===== src/llt_pkg.sv =====
// Shared constants, codes and record types of the layout language tokenizer.
`default_nettype none
package llt_pkg;

   localparam int OFFSET_WIDTH = 24;
   localparam int LINE_WIDTH = 20;
   localparam int FRACTION_BITS = 16;
   localparam int MAX_COLOR_DIGITS = 8;

   localparam int INT_BITS = 39 - FRACTION_BITS;
   localparam int FRAC_DIGITS = 5;
   localparam int FRAC_ACC_BITS = 17;
   localparam int DIGIT_CNT_BITS = 3;
   localparam int NUMBER_WIDTH = 40;
   localparam int MAX_RESULTS = 3;
   localparam int FIFO_DEPTH = 4;

   localparam logic [4:0] KIND_EOF = 5'd0;
   localparam logic [4:0] KIND_IDENT = 5'd1;
   localparam logic [4:0] KIND_NUMBER = 5'd5;
   localparam logic [4:0] KIND_STRING = 5'd6;
   localparam logic [4:0] KIND_COLOR = 5'd7;
   localparam logic [4:0] KIND_LBRACE = 5'd8;
   localparam logic [4:0] KIND_RBRACE = 5'd9;
   localparam logic [4:0] KIND_LPAREN = 5'd10;
   localparam logic [4:0] KIND_RPAREN = 5'd11;
   localparam logic [4:0] KIND_COLON = 5'd12;
   localparam logic [4:0] KIND_COMMA = 5'd13;
   localparam logic [4:0] KIND_DOT = 5'd14;
   localparam logic [4:0] KIND_PERCENT = 5'd15;
   localparam logic [4:0] KIND_ERROR = 5'd16;

   localparam logic [1:0] ERR_NONE = 2'd0;
   localparam logic [1:0] ERR_UNTERMINATED = 2'd1;
   localparam logic [1:0] ERR_BAD_COLOR = 2'd2;
   localparam logic [1:0] ERR_UNEXPECTED = 2'd3;

   typedef enum logic [3:0] {
      MODE_IDLE, MODE_IDENT, MODE_INT, MODE_FRAC, MODE_STRING, MODE_COLOR,
      MODE_LINE, MODE_BLOCK, MODE_STAR, MODE_SLASH, MODE_MINUS, MODE_POINT
   } mode_type;

   // One token on its way out; the number is still in decimal parts.
   typedef struct packed {
      logic [4:0]                kind;
      logic [OFFSET_WIDTH-1:0]   start;
      logic [OFFSET_WIDTH-1:0]   len;
      logic [LINE_WIDTH-1:0]     line;
      logic [LINE_WIDTH-1:0]     col;
      logic                      neg;
      logic [INT_BITS-1:0]       int_part;
      logic [FRAC_ACC_BITS-1:0]  frac;
      logic [DIGIT_CNT_BITS-1:0] frac_digits;
      logic [7:0]                red;
      logic [7:0]                green;
      logic [7:0]                blue;
      logic [7:0]                alpha;
      logic [1:0]                err;
      logic                      last;
   } token_type;

   typedef struct packed {
      logic [1:0]                      count;
      token_type [MAX_RESULTS-1:0]     slot;
   } push_type;

endpackage
`default_nettype wire


===== src/llt_if.sv =====
// Request and response channel interfaces of the tokenizer.
`default_nettype none
interface llt_req_if;
   logic       valid;
   logic       ready;
   logic       op;
   logic [7:0] source_byte;
   modport source (output valid, output op, output source_byte, input ready);
   modport sink (input valid, input op, input source_byte, output ready);
endinterface

interface llt_rsp_if;
   logic               valid;
   logic               ready;
   logic [4:0]         token_kind;
   logic [23:0]        start_offset;
   logic [23:0]        lexeme_length;
   logic [19:0]        line_number;
   logic [19:0]        column_number;
   logic signed [39:0] number_value;
   logic [7:0]         red;
   logic [7:0]         green;
   logic [7:0]         blue;
   logic [7:0]         alpha;
   logic [1:0]         error_kind;
   logic               last;
   modport source (output valid, output token_kind, output start_offset, output lexeme_length,
                   output line_number, output column_number, output number_value,
                   output red, output green, output blue, output alpha, output error_kind,
                   output last, input ready);
   modport sink (input valid, input token_kind, input start_offset, input lexeme_length,
                 input line_number, input column_number, input number_value,
                 input red, input green, input blue, input alpha, input error_kind,
                 input last, output ready);
endinterface
`default_nettype wire


===== src/llt_core.sv =====
// Lexer state machine: consumes one byte per transaction and emits up to three tokens.
`default_nettype none
module llt_core (
   input  logic              clock,
   input  logic              reset,
   input  logic              accept,
   input  logic              in_op,
   input  logic [7:0]        in_byte,
   output llt_pkg::push_type push
);
   import llt_pkg::*;

   typedef struct packed {
      logic [OFFSET_WIDTH-1:0] offset;
      logic [LINE_WIDTH-1:0]   line;
      logic [LINE_WIDTH-1:0]   col;
   } pos_type;

   localparam pos_type POS_START = '{offset: '0, line: LINE_WIDTH'(1), col: LINE_WIDTH'(1)};
   localparam int IACC_W = INT_BITS + 4;
   localparam logic [IACC_W-1:0] INT_MAX = IACC_W'({INT_BITS{1'b1}});

   mode_type                  mode_ff, mode_in;
   pos_type                   pos_ff, pos_in, tok_ff, tok_in, eof_pos;
   logic [INT_BITS-1:0]       iacc_ff, iacc_in;
   logic [FRAC_ACC_BITS-1:0]  facc_ff, facc_in;
   logic [DIGIT_CNT_BITS-1:0] fcnt_ff, fcnt_in;
   logic                      neg_ff, neg_in;
   logic [3:0]                hcnt_ff, hcnt_in;
   logic [1:0]                kwm_ff, kwm_in;
   logic                      esc_ff, esc_in;
   logic [3:0]                hex_ff [MAX_COLOR_DIGITS];
   logic                      hex_we;
   logic [2:0]                hex_idx;
   logic [4:0]                hex_nib;
   logic [1:0]                n;
   token_type [MAX_RESULTS-1:0] slot;
   logic                      do_idle;
   logic [7:0]                c;
   logic [IACC_W-1:0]         int_next;
   logic [OFFSET_WIDTH-1:0]   kw_pos;
   logic [4:0]                punct;

   function automatic pos_type step_pos(pos_type p, logic [7:0] ch);
      pos_type q;
      q = p;
      q.offset = p.offset + 1'b1;
      if (ch == 8'h0A) begin
         if (p.line != '1) q.line = p.line + 1'b1;
         q.col = LINE_WIDTH'(1);
      end else if (p.col != '1) begin
         q.col = p.col + 1'b1;
      end
      return q;
   endfunction

   function automatic logic is_digit(logic [7:0] ch);
      return ch >= "0" && ch <= "9";
   endfunction

   function automatic logic is_alpha(logic [7:0] ch);
      return (ch >= "A" && ch <= "Z") || (ch >= "a" && ch <= "z") || ch == "_";
   endfunction

   // Bit 4 flags a valid hex digit.
   function automatic logic [4:0] hex_value(logic [7:0] ch);
      logic [4:0] v;
      v = '0;
      if (ch >= "0" && ch <= "9") v = {1'b1, ch[3:0]};
      else if ((ch >= "a" && ch <= "f") || (ch >= "A" && ch <= "F"))
         v = {1'b1, ch[3:0] + 4'd9};
      return v;
   endfunction

   function automatic logic [2:0] kw_len(logic [1:0] k);
      return (k == 2'd2) ? 3'd5 : 3'd4;
   endfunction

   function automatic logic [7:0] kw_char(logic [1:0] k, logic [2:0] p);
      logic [7:0] ch;
      ch = 8'h00;
      case (k)
         2'd1: case (p)
            3'd0: ch = "t";
            3'd1: ch = "r";
            3'd2: ch = "u";
            3'd3: ch = "e";
            default: ch = 8'h00;
         endcase
         2'd2: case (p)
            3'd0: ch = "f";
            3'd1: ch = "a";
            3'd2: ch = "l";
            3'd3: ch = "s";
            3'd4: ch = "e";
            default: ch = 8'h00;
         endcase
         2'd3: case (p)
            3'd0: ch = "n";
            3'd1: ch = "u";
            3'd2: ch = "l";
            3'd3: ch = "l";
            default: ch = 8'h00;
         endcase
         default: ch = 8'h00;
      endcase
      return ch;
   endfunction

   function automatic token_type blank(logic [4:0] kind, pos_type at, logic [OFFSET_WIDTH-1:0] len,
                                       logic [1:0] err);
      token_type t;
      t = '0;
      t.kind = kind;
      t.start = at.offset;
      t.len = len;
      t.line = at.line;
      t.col = at.col;
      t.err = err;
      return t;
   endfunction

   // The finishing helpers only ever see the state left by the previous byte.
   function automatic token_type mk_ident();
      token_type t;
      logic [OFFSET_WIDTH-1:0] len;
      len = pos_ff.offset - tok_ff.offset;
      t = blank(KIND_IDENT, tok_ff, len, ERR_NONE);
      if (kwm_ff != 2'd0 && len == OFFSET_WIDTH'(kw_len(kwm_ff)))
         t.kind = KIND_IDENT + {3'd0, kwm_ff};
      return t;
   endfunction

   function automatic token_type mk_number();
      token_type t;
      t = blank(KIND_NUMBER, tok_ff, pos_ff.offset - tok_ff.offset, ERR_NONE);
      t.neg = neg_ff;
      t.int_part = iacc_ff;
      t.frac = facc_ff;
      t.frac_digits = fcnt_ff;
      return t;
   endfunction

   function automatic token_type mk_color();
      token_type t;
      t = blank(KIND_COLOR, tok_ff, pos_ff.offset - tok_ff.offset, ERR_NONE);
      t.alpha = 8'hFF;
      case (hcnt_ff)
         4'd3, 4'd4: begin
            t.red = {hex_ff[0], hex_ff[0]};
            t.green = {hex_ff[1], hex_ff[1]};
            t.blue = {hex_ff[2], hex_ff[2]};
            if (hcnt_ff == 4'd4) t.alpha = {hex_ff[3], hex_ff[3]};
         end
         4'd6, 4'd8: begin
            t.red = {hex_ff[0], hex_ff[1]};
            t.green = {hex_ff[2], hex_ff[3]};
            t.blue = {hex_ff[4], hex_ff[5]};
            if (hcnt_ff == 4'd8) t.alpha = {hex_ff[6], hex_ff[7]};
         end
         default: t = blank(KIND_ERROR, tok_ff, '0, ERR_BAD_COLOR);
      endcase
      return t;
   endfunction

   always_comb begin
      mode_in = mode_ff;
      pos_in = pos_ff;
      tok_in = tok_ff;
      iacc_in = iacc_ff;
      facc_in = facc_ff;
      fcnt_in = fcnt_ff;
      neg_in = neg_ff;
      hcnt_in = hcnt_ff;
      kwm_in = kwm_ff;
      esc_in = esc_ff;
      hex_we = 1'b0;
      hex_idx = hcnt_ff[2:0];
      hex_nib = hex_value(in_byte);
      n = 2'd0;
      slot = '0;
      do_idle = 1'b0;
      c = in_byte;
      int_next = IACC_W'(iacc_ff) * IACC_W'(10) + IACC_W'(in_byte[3:0]);
      kw_pos = pos_ff.offset - tok_ff.offset;
      punct = '0;
      eof_pos = pos_ff;

      if (accept && in_op) begin
         case (mode_ff)
            MODE_IDENT: begin slot[n] = mk_ident(); n = n + 1'b1; end
            MODE_INT, MODE_FRAC: begin slot[n] = mk_number(); n = n + 1'b1; end
            MODE_POINT: begin
               slot[n] = mk_number(); n = n + 1'b1;
               slot[n] = blank(KIND_DOT, pos_ff, OFFSET_WIDTH'(1), ERR_NONE); n = n + 1'b1;
               eof_pos = step_pos(pos_ff, ".");
            end
            MODE_STRING: begin
               // The error points back at the opening quote.
               slot[n] = blank(KIND_ERROR, tok_ff, '0, ERR_UNTERMINATED);
               slot[n].start = tok_ff.offset - 1'b1;
               n = n + 1'b1;
            end
            MODE_COLOR: begin slot[n] = mk_color(); n = n + 1'b1; end
            MODE_SLASH, MODE_MINUS: begin
               slot[n] = blank(KIND_ERROR, pos_ff, '0, ERR_UNEXPECTED); n = n + 1'b1;
               eof_pos = step_pos(pos_ff, "-");
            end
            default: ;
         endcase
         slot[n] = blank(KIND_EOF, eof_pos, '0, ERR_NONE);
         n = n + 1'b1;
         mode_in = MODE_IDLE;
         pos_in = POS_START;
         tok_in = POS_START;
         iacc_in = '0;
         facc_in = '0;
         fcnt_in = '0;
         neg_in = 1'b0;
         hcnt_in = '0;
         kwm_in = '0;
         esc_in = 1'b0;
      end else if (accept) begin
         case (mode_ff)
            MODE_IDENT: begin
               if (!(is_alpha(c) || is_digit(c) || c == "-")) begin
                  slot[n] = mk_ident(); n = n + 1'b1;
                  do_idle = 1'b1;
               end else begin
                  if (!(kwm_ff != 2'd0 && kw_pos < OFFSET_WIDTH'(kw_len(kwm_ff))
                        && c == kw_char(kwm_ff, kw_pos[2:0])))
                     kwm_in = 2'd0;
                  pos_in = step_pos(pos_ff, c);
               end
            end
            MODE_INT: begin
               if (is_digit(c)) begin
                  iacc_in = (int_next > INT_MAX) ? INT_MAX[INT_BITS-1:0] : int_next[INT_BITS-1:0];
                  pos_in = step_pos(pos_ff, c);
               end else if (c == ".") begin
                  mode_in = MODE_POINT;
               end else begin
                  slot[n] = mk_number(); n = n + 1'b1;
                  do_idle = 1'b1;
               end
            end
            MODE_POINT: begin
               if (is_digit(c)) begin
                  pos_in = step_pos(step_pos(pos_ff, "."), c);
                  facc_in = FRAC_ACC_BITS'(c[3:0]);
                  fcnt_in = DIGIT_CNT_BITS'(1);
                  mode_in = MODE_FRAC;
               end else begin
                  slot[n] = mk_number(); n = n + 1'b1;
                  slot[n] = blank(KIND_DOT, pos_ff, OFFSET_WIDTH'(1), ERR_NONE); n = n + 1'b1;
                  pos_in = step_pos(pos_ff, ".");
                  do_idle = 1'b1;
               end
            end
            MODE_FRAC: begin
               if (!is_digit(c)) begin
                  slot[n] = mk_number(); n = n + 1'b1;
                  do_idle = 1'b1;
               end else begin
                  if (fcnt_ff < DIGIT_CNT_BITS'(FRAC_DIGITS)) begin
                     facc_in = FRAC_ACC_BITS'(facc_ff * FRAC_ACC_BITS'(10))
                               + FRAC_ACC_BITS'(c[3:0]);
                     fcnt_in = fcnt_ff + 1'b1;
                  end
                  pos_in = step_pos(pos_ff, c);
               end
            end
            MODE_STRING: begin
               if (esc_ff) begin
                  esc_in = 1'b0;
               end else if (c == "\"") begin
                  slot[n] = blank(KIND_STRING, tok_ff, pos_ff.offset - tok_ff.offset, ERR_NONE);
                  n = n + 1'b1;
                  mode_in = MODE_IDLE;
               end else if (c == "\\") begin
                  esc_in = 1'b1;
               end
               pos_in = step_pos(pos_ff, c);
            end
            MODE_COLOR: begin
               if (hex_nib[4] && hcnt_ff < 4'(MAX_COLOR_DIGITS)) begin
                  hex_we = 1'b1;
                  hcnt_in = hcnt_ff + 1'b1;
                  pos_in = step_pos(pos_ff, c);
               end else begin
                  slot[n] = mk_color(); n = n + 1'b1;
                  do_idle = 1'b1;
               end
            end
            MODE_LINE: begin
               if (c == 8'h0A) mode_in = MODE_IDLE;
               pos_in = step_pos(pos_ff, c);
            end
            MODE_BLOCK: begin
               if (c == "*") mode_in = MODE_STAR;
               pos_in = step_pos(pos_ff, c);
            end
            MODE_STAR: begin
               if (c == "/") mode_in = MODE_IDLE;
               else if (c != "*") mode_in = MODE_BLOCK;
               pos_in = step_pos(pos_ff, c);
            end
            MODE_SLASH: begin
               if (c == "/" || c == "*") begin
                  pos_in = step_pos(step_pos(pos_ff, "/"), c);
                  mode_in = (c == "/") ? MODE_LINE : MODE_BLOCK;
               end else begin
                  slot[n] = blank(KIND_ERROR, pos_ff, '0, ERR_UNEXPECTED); n = n + 1'b1;
                  pos_in = step_pos(pos_ff, "/");
                  do_idle = 1'b1;
               end
            end
            MODE_MINUS: begin
               if (is_digit(c)) begin
                  tok_in = pos_ff;
                  pos_in = step_pos(step_pos(pos_ff, "-"), c);
                  neg_in = 1'b1;
                  iacc_in = INT_BITS'(c[3:0]);
                  facc_in = '0;
                  fcnt_in = '0;
                  mode_in = MODE_INT;
               end else begin
                  slot[n] = blank(KIND_ERROR, pos_ff, '0, ERR_UNEXPECTED); n = n + 1'b1;
                  pos_in = step_pos(pos_ff, "-");
                  do_idle = 1'b1;
               end
            end
            default: do_idle = 1'b1;
         endcase

         // Between tokens: the byte either is skipped or opens a new token.
         if (do_idle) begin
            mode_in = MODE_IDLE;
            if (c == " " || c == 8'h0D || c == 8'h09 || c == 8'h0A) begin
               pos_in = step_pos(pos_in, c);
            end else begin
               tok_in = pos_in;
               if (is_alpha(c)) begin
                  kwm_in = (c == "t") ? 2'd1 : (c == "f") ? 2'd2 : (c == "n") ? 2'd3 : 2'd0;
                  pos_in = step_pos(pos_in, c);
                  mode_in = MODE_IDENT;
               end else if (is_digit(c)) begin
                  pos_in = step_pos(pos_in, c);
                  neg_in = 1'b0;
                  iacc_in = INT_BITS'(c[3:0]);
                  facc_in = '0;
                  fcnt_in = '0;
                  mode_in = MODE_INT;
               end else if (c == "-") begin
                  mode_in = MODE_MINUS;
               end else if (c == "/") begin
                  mode_in = MODE_SLASH;
               end else if (c == "\"") begin
                  pos_in = step_pos(pos_in, c);
                  tok_in.offset = pos_in.offset;
                  esc_in = 1'b0;
                  mode_in = MODE_STRING;
               end else if (c == "#") begin
                  pos_in = step_pos(pos_in, c);
                  hcnt_in = '0;
                  mode_in = MODE_COLOR;
               end else begin
                  case (c)
                     "{": punct = KIND_LBRACE;
                     "}": punct = KIND_RBRACE;
                     "(": punct = KIND_LPAREN;
                     ")": punct = KIND_RPAREN;
                     ":": punct = KIND_COLON;
                     ",": punct = KIND_COMMA;
                     ".": punct = KIND_DOT;
                     "%": punct = KIND_PERCENT;
                     default: punct = '0;
                  endcase
                  if (punct != '0) slot[n] = blank(punct, tok_in, OFFSET_WIDTH'(1), ERR_NONE);
                  else slot[n] = blank(KIND_ERROR, tok_in, '0, ERR_UNEXPECTED);
                  n = n + 1'b1;
                  pos_in = step_pos(pos_in, c);
               end
            end
         end
      end

      if (n != 2'd0) slot[n - 1'b1].last = 1'b1;
      push.count = n;
      push.slot = slot;
   end

   always_ff @(posedge clock) begin
      if (reset) begin
         mode_ff <= MODE_IDLE;
         pos_ff <= POS_START;
         tok_ff <= POS_START;
         iacc_ff <= '0;
         facc_ff <= '0;
         fcnt_ff <= '0;
         neg_ff <= 1'b0;
         hcnt_ff <= '0;
         kwm_ff <= '0;
         esc_ff <= 1'b0;
      end else begin
         mode_ff <= mode_in;
         pos_ff <= pos_in;
         tok_ff <= tok_in;
         iacc_ff <= iacc_in;
         facc_ff <= facc_in;
         fcnt_ff <= fcnt_in;
         neg_ff <= neg_in;
         hcnt_ff <= hcnt_in;
         kwm_ff <= kwm_in;
         esc_ff <= esc_in;
      end
   end

   always_ff @(posedge clock) begin
      if (hex_we) hex_ff[hex_idx] <= hex_nib[3:0];
   end

`ifndef SYNTHESIS
   a_eof_restarts: assert property (@(posedge clock) disable iff (reset)
      accept && in_op |=> mode_ff == MODE_IDLE && pos_ff.offset == '0)
      else $error("lexer did not restart after end of source");
   a_eof_last: assert property (@(posedge clock) disable iff (reset)
      accept && in_op |-> push.count != 2'd0 && push.slot[push.count - 1'b1].kind == KIND_EOF)
      else $error("end of source did not end with an eof token");
   a_idle_no_push: assert property (@(posedge clock) disable iff (reset)
      !accept |-> push.count == 2'd0)
      else $error("tokens pushed without a transaction");
`endif
endmodule
`default_nettype wire


===== src/llt_fifo.sv =====
// Small token queue that takes up to three tokens a cycle and gives one.
`default_nettype none
module llt_fifo (
   input  logic               clock,
   input  logic               reset,
   input  llt_pkg::push_type  push,
   input  logic               pop,
   output llt_pkg::token_type head,
   output logic               head_valid,
   output logic               room
);
   import llt_pkg::*;

   localparam int PTR_W = $clog2(FIFO_DEPTH);
   localparam int CNT_W = $clog2(FIFO_DEPTH + 1);

   token_type        mem_ff [FIFO_DEPTH];
   logic [PTR_W-1:0] wr_ptr_ff, wr_ptr_in, rd_ptr_ff, rd_ptr_in;
   logic [CNT_W-1:0] count_ff, count_in;
   logic             do_pop;

   assign head = mem_ff[rd_ptr_ff];
   assign head_valid = count_ff != '0;
   assign room = count_ff <= CNT_W'(FIFO_DEPTH - MAX_RESULTS);
   assign do_pop = pop && head_valid;
   assign wr_ptr_in = wr_ptr_ff + PTR_W'(push.count);
   assign rd_ptr_in = rd_ptr_ff + PTR_W'(do_pop);
   assign count_in = count_ff + CNT_W'(push.count) - CNT_W'(do_pop);

   always_ff @(posedge clock) begin
      for (int i = 0; i < MAX_RESULTS; i++) begin
         if (2'(i) < push.count) mem_ff[wr_ptr_ff + PTR_W'(i)] <= push.slot[i];
      end
   end

   always_ff @(posedge clock) begin
      if (reset) begin
         wr_ptr_ff <= '0;
         rd_ptr_ff <= '0;
         count_ff <= '0;
      end else begin
         wr_ptr_ff <= wr_ptr_in;
         rd_ptr_ff <= rd_ptr_in;
         count_ff <= count_in;
      end
   end

`ifndef SYNTHESIS
   a_no_overflow: assert property (@(posedge clock) disable iff (reset)
      count_ff <= CNT_W'(FIFO_DEPTH))
      else $error("token queue overflow");
   a_push_fits: assert property (@(posedge clock) disable iff (reset)
      CNT_W'(push.count) <= CNT_W'(FIFO_DEPTH) - count_ff)
      else $error("tokens pushed without room");
   a_ptr_gap: assert property (@(posedge clock) disable iff (reset)
      PTR_W'(count_ff) == wr_ptr_ff - rd_ptr_ff)
      else $error("queue pointers disagree with fill count");
`endif
endmodule
`default_nettype wire


===== src/llt_numconv.sv =====
// Output pipeline that turns the decimal fraction into fixed point and drives the response.
`default_nettype none
module llt_numconv (
   input  logic               clock,
   input  logic               reset,
   input  llt_pkg::token_type head,
   input  logic               head_valid,
   output logic               pop,
   llt_rsp_if.source          rsp_bus
);
   import llt_pkg::*;

   // round(f5 * 2^FB / 100000) == floor((f5 * 2^(FB-5) + 1562) / 3125).
   localparam int PRE = FRACTION_BITS - 5;
   localparam int YW = PRE + FRAC_ACC_BITS;
   localparam int YH = YW / 2;
   localparam int MW = YW - 11;
   localparam int QW = FRACTION_BITS + 1;
   localparam int PHW = YW - YH + MW;
   localparam int PLW = YH + MW;
   localparam int SW = YW + MW + 1;
   localparam logic [MW-1:0] RECIP = MW'((64'd1 << YW) / 64'd3125);
   localparam logic [NUMBER_WIDTH-1:0] MAG_MAX = NUMBER_WIDTH'({(NUMBER_WIDTH-1){1'b1}});

   logic            advance;
   logic            v1_ff, v2_ff, v3_ff, v4_ff;
   token_type       t1_ff, t2_ff, t3_ff, t4_ff;
   logic [YW-1:0]   y1_ff, y1_in, y2_ff, y3_ff;
   logic [PHW-1:0]  ph_ff, ph_in;
   logic [PLW-1:0]  pl_ff, pl_in;
   logic [QW-1:0]   q0_ff, q0_in, q;
   logic [SW-1:0]   sum;
   logic [FRAC_ACC_BITS-1:0] scale, f5;
   logic [2*FRAC_ACC_BITS-1:0] f5_full;
   logic [YW-1:0]   rem;
   logic [NUMBER_WIDTH-1:0] mag, mag_ff, mag_in;

   function automatic logic [FRAC_ACC_BITS-1:0] pow10(logic [DIGIT_CNT_BITS-1:0] digits);
      logic [FRAC_ACC_BITS-1:0] p;
      case (digits)
         3'd1: p = FRAC_ACC_BITS'(10000);
         3'd2: p = FRAC_ACC_BITS'(1000);
         3'd3: p = FRAC_ACC_BITS'(100);
         3'd4: p = FRAC_ACC_BITS'(10);
         3'd5: p = FRAC_ACC_BITS'(1);
         default: p = '0;
      endcase
      return p;
   endfunction

   assign advance = !v4_ff || rsp_bus.ready;
   assign pop = advance && head_valid;

   // Stage 1: scale the kept digits to five places.
   always_comb begin
      scale = pow10(head.frac_digits);
      f5_full = (2*FRAC_ACC_BITS)'(head.frac) * (2*FRAC_ACC_BITS)'(scale);
      f5 = f5_full[FRAC_ACC_BITS-1:0];
      y1_in = {f5, {PRE{1'b0}}} + YW'(1562);
   end

   // Stage 2: reciprocal multiply split into two partial products.
   assign ph_in = PHW'(y1_ff[YW-1:YH]) * PHW'(RECIP);
   assign pl_in = PLW'(y1_ff[YH-1:0]) * PLW'(RECIP);

   // Stage 3: combine; the estimate is exact or one short.
   assign sum = {ph_ff, {YH{1'b0}}} + SW'(pl_ff);
   assign q0_in = sum[YW +: QW];

   // Stage 4: one correction step, then sign and saturation.
   always_comb begin
      rem = y3_ff - YW'(YW'(q0_ff) * YW'(3125));
      q = q0_ff + QW'(rem >= YW'(3125));
      mag = NUMBER_WIDTH'({t3_ff.int_part, {FRACTION_BITS{1'b0}}}) + NUMBER_WIDTH'(q);
      if (mag > MAG_MAX) mag = MAG_MAX;
      mag_in = t3_ff.neg ? (~mag + 1'b1) : mag;
   end

   always_ff @(posedge clock) begin
      if (advance) begin
         t1_ff <= head;
         y1_ff <= y1_in;
         t2_ff <= t1_ff;
         y2_ff <= y1_ff;
         ph_ff <= ph_in;
         pl_ff <= pl_in;
         t3_ff <= t2_ff;
         y3_ff <= y2_ff;
         q0_ff <= q0_in;
         t4_ff <= t3_ff;
         mag_ff <= mag_in;
      end
   end

   always_ff @(posedge clock) begin
      if (reset) begin
         v1_ff <= 1'b0;
         v2_ff <= 1'b0;
         v3_ff <= 1'b0;
         v4_ff <= 1'b0;
      end else if (advance) begin
         v1_ff <= head_valid;
         v2_ff <= v1_ff;
         v3_ff <= v2_ff;
         v4_ff <= v3_ff;
      end
   end

   assign rsp_bus.valid = v4_ff;
   assign rsp_bus.token_kind = t4_ff.kind;
   assign rsp_bus.start_offset = t4_ff.start;
   assign rsp_bus.lexeme_length = t4_ff.len;
   assign rsp_bus.line_number = t4_ff.line;
   assign rsp_bus.column_number = t4_ff.col;
   assign rsp_bus.number_value = mag_ff;
   assign rsp_bus.red = t4_ff.red;
   assign rsp_bus.green = t4_ff.green;
   assign rsp_bus.blue = t4_ff.blue;
   assign rsp_bus.alpha = t4_ff.alpha;
   assign rsp_bus.error_kind = t4_ff.err;
   assign rsp_bus.last = t4_ff.last;
endmodule
`default_nettype wire


===== src/layout_language_tokenizer.sv =====
// Top level of the streaming layout language tokenizer.
// The tokenizer takes one source byte or end-of-source marker per cycle while
// the queue has room and updates its lexer state in that same cycle; the tokens
// a transaction causes (up to three) enter a four-entry queue and leave through
// a four-stage pipeline that converts numbers to fixed point, one token per
// cycle while the response side is not stalled. A new transaction is taken
// while at most one token waits in the queue, so input runs at one byte per
// cycle as long as bytes average at most one token each and the receiver keeps
// up; bytes that finish two or three tokens at once hold the input back while
// the queue drains. A token reaches the response side after every pipeline stage.
`default_nettype none
module layout_language_tokenizer (
   input logic        clock,
   input logic        reset,
   llt_req_if.sink    req_bus,
   llt_rsp_if.source  rsp_bus
);
   import llt_pkg::*;

   push_type  push;
   token_type head;
   logic      head_valid;
   logic      pop;
   logic      room;
   logic      accept;

   assign req_bus.ready = room;
   assign accept = req_bus.valid && room;

   llt_core u_core (
      .clock   (clock),
      .reset   (reset),
      .accept  (accept),
      .in_op   (req_bus.op),
      .in_byte (req_bus.source_byte),
      .push    (push)
   );

   llt_fifo u_fifo (
      .clock      (clock),
      .reset      (reset),
      .push       (push),
      .pop        (pop),
      .head       (head),
      .head_valid (head_valid),
      .room       (room)
   );

   llt_numconv u_numconv (
      .clock      (clock),
      .reset      (reset),
      .head       (head),
      .head_valid (head_valid),
      .pop        (pop),
      .rsp_bus    (rsp_bus)
   );
endmodule
`default_nettype wire


===== src/flat_wrapper.sv =====
// flat-port wrapper written by rule: the top's interface ports become plain ports
module layout_language_tokenizer_flat import llt_pkg::*;
  (clock, reset, req_bus_valid, req_bus_op, req_bus_source_byte, req_bus_ready, rsp_bus_valid, rsp_bus_token_kind, rsp_bus_start_offset, rsp_bus_lexeme_length, rsp_bus_line_number, rsp_bus_column_number, rsp_bus_number_value, rsp_bus_red, rsp_bus_green, rsp_bus_blue, rsp_bus_alpha, rsp_bus_error_kind, rsp_bus_last, rsp_bus_ready);
  llt_req_if req_bus_i ();
  llt_rsp_if rsp_bus_i ();
  input logic clock;
  input logic reset;
  input wire logic [$bits(req_bus_i.valid)-1:0] req_bus_valid;
  input wire logic [$bits(req_bus_i.op)-1:0] req_bus_op;
  input wire logic [$bits(req_bus_i.source_byte)-1:0] req_bus_source_byte;
  output wire logic [$bits(req_bus_i.ready)-1:0] req_bus_ready;
  output wire logic [$bits(rsp_bus_i.valid)-1:0] rsp_bus_valid;
  output wire logic [$bits(rsp_bus_i.token_kind)-1:0] rsp_bus_token_kind;
  output wire logic [$bits(rsp_bus_i.start_offset)-1:0] rsp_bus_start_offset;
  output wire logic [$bits(rsp_bus_i.lexeme_length)-1:0] rsp_bus_lexeme_length;
  output wire logic [$bits(rsp_bus_i.line_number)-1:0] rsp_bus_line_number;
  output wire logic [$bits(rsp_bus_i.column_number)-1:0] rsp_bus_column_number;
  output wire logic [$bits(rsp_bus_i.number_value)-1:0] rsp_bus_number_value;
  output wire logic [$bits(rsp_bus_i.red)-1:0] rsp_bus_red;
  output wire logic [$bits(rsp_bus_i.green)-1:0] rsp_bus_green;
  output wire logic [$bits(rsp_bus_i.blue)-1:0] rsp_bus_blue;
  output wire logic [$bits(rsp_bus_i.alpha)-1:0] rsp_bus_alpha;
  output wire logic [$bits(rsp_bus_i.error_kind)-1:0] rsp_bus_error_kind;
  output wire logic [$bits(rsp_bus_i.last)-1:0] rsp_bus_last;
  input wire logic [$bits(rsp_bus_i.ready)-1:0] rsp_bus_ready;
  assign req_bus_i.valid = req_bus_valid;
  assign req_bus_i.op = req_bus_op;
  assign req_bus_i.source_byte = req_bus_source_byte;
  assign req_bus_ready = req_bus_i.ready;
  assign rsp_bus_valid = rsp_bus_i.valid;
  assign rsp_bus_token_kind = rsp_bus_i.token_kind;
  assign rsp_bus_start_offset = rsp_bus_i.start_offset;
  assign rsp_bus_lexeme_length = rsp_bus_i.lexeme_length;
  assign rsp_bus_line_number = rsp_bus_i.line_number;
  assign rsp_bus_column_number = rsp_bus_i.column_number;
  assign rsp_bus_number_value = rsp_bus_i.number_value;
  assign rsp_bus_red = rsp_bus_i.red;
  assign rsp_bus_green = rsp_bus_i.green;
  assign rsp_bus_blue = rsp_bus_i.blue;
  assign rsp_bus_alpha = rsp_bus_i.alpha;
  assign rsp_bus_error_kind = rsp_bus_i.error_kind;
  assign rsp_bus_last = rsp_bus_i.last;
  assign rsp_bus_i.ready = rsp_bus_ready;
  layout_language_tokenizer u_core (.clock(clock), .reset(reset), .req_bus(req_bus_i), .rsp_bus(rsp_bus_i));
endmodule

===== config.mk =====
export PLATFORM = sky130hd
export DESIGN_NAME = layout_language_tokenizer_flat
export DESIGN_NICKNAME = d
export VERILOG_FILES = /design/src/llt_pkg.sv /design/src/llt_if.sv /design/src/llt_core.sv /design/src/llt_fifo.sv /design/src/llt_numconv.sv /design/src/layout_language_tokenizer.sv /design/src/flat_wrapper.sv
export SDC_FILE = /design/constraint.sdc
export NUM_CORES = 2
export LEC_CHECK = 0
export ABC_AREA = 1
export BUFFER_PORTS_ARGS = -buffer_cell sky130_fd_sc_hd__buf_4
export CORE_ASPECT_RATIO = 0.9
export CORE_MARGIN = 2
export CORE_UTILIZATION = 45
export CTS_BUF_LIST = sky130_fd_sc_hd__clkbuf_8
export CTS_CLUSTER_SIZE = 40
export DETAILED_ROUTE_END_ITERATION = 10
export PLACE_DENSITY_LB_ADDON = 0.08
export SLEW_MARGIN = 10
export SYNTH_ARGS = -nofsm -noshare
export SYNTH_HDL_FRONTEND = slang
export SYNTH_SLANG_ARGS = --single-unit

===== constraint.sdc =====
create_clock -name clock -period 32.9 [get_ports clock]
set_input_delay 6.58 -clock clock [delete_from_list [all_inputs] [get_ports clock]]
set_output_delay 6.58 -clock clock [all_outputs]
set_load 0.03 [all_outputs]

==> results.md <==
* Starting Density at 0.453
* Inserted Clock Buffers at 289
* FF+latch count, synth at 1653
* Starting DRT DRC Count at 12500
* Gr usage total at 0.345
* First-pass DRT Iterations at 9
* Final wirelength at 420 mm
* DR DRC count at 0
* CTS tree: yes
* Slew margin rel. at 0.0145
* H-tree lvl count at 5
* Vias after detailed routing at 92500
* Final Hold Fails at 0
* Nets at 12800
* Synthesized Nets at 12800
* First-pass GRT wire length at 600 mm
* CP Buf/Inv Count at 12
* DIE WIDTH at 512 um
* Reg area at 47700 um2
* # Post-CTS Setup Buffers at 0
* Layout cells sized above 1 at 0.0818
* Number of buffers added on ports at 182
* Resized Gates After CTS at 0
* Core area at 230000 um2
* Wire per inst at 27.4 um
* Full die area at 236000 um2
* Crit path max-delay family: buffers and inverters
* Max Clk Rate at 0.0707 GHz
* Min Clock Period, post-route at 14140 ps
* Rows at 167
* Post-Syn Area at 104000 um2
* Clock transition at path regs at 60 ps
* WP data required at 33440 ps
* CP startpoint kind: input pin
* Detailed Place HPWL at 296 mm
* Clock root buffer: clkbuf_8
* Post-synthesis cell type count at 73
* RSZ-0062 raised after global routing: false
* Worst-Skew Late Latency at 1010 ps
* Register area share after synthesis at 0.457
* Synthesis-to-finish area growth at 9.46%
* Slowest stage cell on the critical path: buf_4
* Vias in the first global route at 85800
* GRT overflow at 0
* Pins over their slew limit at 0
* Max Root-Sink Buffers at 4
* Skew final at 124 ps
* GP Congestion at 1.06
* Multi-input gate area at 49200 um2
* Final worst path period share at 0.430
* Slew @ Worst Pin at 1480 ps
* Crit. End Element: register
* Mean Syn Cell Area at 8.69 um2
* Setup Total Neg Slack at 0 ps
* Slowest cell delay on critical path at 770 ps
* Fillers at 21900
* Final setup violation count at 0
* Worst Path Arrival at 14680 ps
* Min-delay worst type: register to register
* EDFF count, synth at 1459
* Status: finished clean
* Largest net degree at the start of global routing at 165
* Die outline height at 461 um
* CP dominant cell by count: buf_4
* Top_reg_cell synth: edfxtp_1
* Crit Path Max Fanout at 70
* Initial antenna violation count at 25
* Top Ports at 183
* Cells after Synth at 12000
* Vias/cell at 6.04
* Post-CTS Hold Fix Bufs at 0
* Clk sinks at 1653
* Fraction of registers with async set/reset at 0
* Crit Path Class: input pin to register
* ANT nets after route at 0
* MaxCap Viol Count at 0
* Ys Warns at 0
==> state kept, by name, summed over array words and instances (netlist names), 24 cells and up <==
name / flops
u_core.u_core.tok_ff: 64
u_core.u_fifo.mem_ff: 688
u_core.u_numconv.t1_ff: 152
u_core.u_numconv.t2_ff: 152
u_core.u_numconv.rsp_bus.number_value: 40
u_core.u_numconv.rsp_bus.lexeme_length: 24
u_core.u_numconv.t3_ff: 152
u_core.u_numconv.rsp_bus.start_offset: 24
u_core.u_numconv.ph_ff: 31
u_core.u_core.pos_ff: 64
u_core.u_core.hex_ff: 32
==> routing by layer <==
layer	track usage	vias to the layer above	wire length, um
met5	0.00879	-	393
met2	0.466	5420	164000
li1	-	41300	-
met4	0.122	18	15900
met3	0.132	962	58300
met1	0.497	44700	182000
==> synth_stat cells, types with 33 or more instances <==
| cell type | n | share of area |
|---|---|---|
| a31oi_1 | 42 | 0.0025 |
| nand4_1 | 119 | 0.0071 |
| buf_1 | 40 | 0.0014 |
| a32oi_1 | 38 | 0.0032 |
| inv_2 | 40 | 0.0014 |
| a21oi_1 | 587 | 0.028 |
| fa_1 | 235 | 0.045 |
| nand3_1 | 480 | 0.023 |
| ha_1 | 522 | 0.063 |
| o211ai_1 | 192 | 0.014 |
| nor2_1 | 1598 | 0.057 |
| dfxtp_1 | 194 | 0.037 |
| buf_2 | 124 | 0.0059 |
| nand2_2 | 33 | 0.0020 |
| or2_2 | 48 | 0.0029 |
| nand2_1 | 2130 | 0.077 |
| o31ai_1 | 51 | 0.0037 |
| xnor2_1 | 89 | 0.0075 |
| clkbuf_1 | 438 | 0.016 |
| o21ai_0 | 950 | 0.046 |
| xor2_1 | 210 | 0.018 |
| o22ai_1 | 375 | 0.022 |
| nor3_1 | 109 | 0.0052 |
| o21ai_1 | 38 | 0.0018 |
| inv_1 | 1308 | 0.047 |
| a22oi_1 | 113 | 0.0081 |
| o221ai_1 | 123 | 0.010 |
| edfxtp_1 | 1459 | 0.42 |
==> worst register-to-register path: cells and delay by family (launching register included) <==
| kind | cells | cell delay (ps) |
|---|---|---|
| buf+inv | 7 | 640 |
| fa+ha+maj | 10 | 3780 |
| flops | 1 | 600 |
| compound gates | 7 | 1650 |
| simple gates | 25 | 3630 |
| xor+xnor | 3 | 490 |
==> logic make-up (layout without fill, tap and decap cells) <==
logic type               after synthesis  count (layout)  share of synthesized area
AND/OR/NAND/NOR                     4644            4644                      0.184
AO/OA/AOI/OAI                       2652            2652                      0.151
XOR/XNOR                             299             299                     0.0251
buffers and inverters               1998            2252                     0.0745
other                                  0              11                          0
flip-flops                          1653            1653                      0.457
adder cells (fa/ha/maj)              757             757                      0.108
==> cells in the final DEF (no fill, tap or decap), drive strengths merged, types with 7 or more instances in the layout <==
| master | Yosys | routed |
|---|---|---|
| a211oi | 17 | 17 |
| a21boi | 12 | 12 |
| a21o | 13 | 13 |
| a21oi | 594 | 594 |
| a221oi | 7 | 7 |
| a22oi | 113 | 113 |
| a31oi | 42 | 42 |
| a32oi | 38 | 38 |
| buf | 186 | 374 |
| bufinv | 0 | 11 |
| clkbuf | 439 | 303 |
| clkinv | 25 | 114 |
| clkinvlp | 0 | 7 |
| dfxtp | 194 | 194 |
| diode | 0 | 11 |
| edfxtp | 1459 | 1459 |
| fa | 235 | 235 |
| ha | 522 | 522 |
| inv | 1348 | 1443 |
| nand2 | 2167 | 2167 |
| nand3 | 496 | 496 |
| nand3b | 10 | 10 |
| nand4 | 123 | 123 |
| nor2 | 1639 | 1639 |
| nor3 | 113 | 113 |
| nor4 | 29 | 29 |
| o2111ai | 17 | 17 |
| o211ai | 193 | 193 |
| o21a | 7 | 7 |
| o21ai | 992 | 992 |
| o21bai | 25 | 25 |
| o221ai | 123 | 123 |
| o22ai | 375 | 375 |
| o31ai | 51 | 51 |
| o32ai | 7 | 7 |
| or2 | 49 | 49 |
| xnor2 | 89 | 89 |
| xor2 | 210 | 210 |
==> layout make-up <==
class                           instances  share of cell area
Inverter                             1373              0.0454
Timing Repair Buffer                  375              0.0253
Clock inverter                        202              0.0107
Clock buffer                          302              0.0364
Antenna cell                           11            0.000241
Multi-Input combinational cell       8352               0.431
Tap cell                             3042              0.0333
Sequential cell                      1653               0.418
==> metrics by stage <==
stage	instance area (um2)	setup slack, ps	instances	hold slack, ps	utilization
2_1_floorplan	104000	10340	12000	400	-
3_3_place_gp	109000	18040	14800	400	0.472
3_5_place_dp	109000	18120	14800	405	0.472
4_1_cts	114000	19090	15300	393	0.495
5_1_grt	114000	18520	15300	396	0.496
6_report	114000	18760	15300	384	0.496
==> final timing paths <==
kind | depth (start not counted) | slack [ps] | startpoint | end
worst max-delay path | 28 | 18760 | req_bus_source_byte[0] | u_core.u_fifo.mem_ff[0][29]
worst min-delay path | 0 | 380 | u_core.u_numconv.t2_ff[65] | u_core.u_numconv.t3_ff[65]
worst max register to register | 52 | 21830 | u_core.u_numconv.q0_ff[2] | u_core.u_numconv.rsp_bus.number_value[36]
worst min register to register | 0 | 380 | u_core.u_numconv.t2_ff[65] | u_core.u_numconv.t3_ff[65]
Power is left out: the tool's default activity adds up to more than one toggle a clock period on the data nets, which glitch-free logic cannot reach.
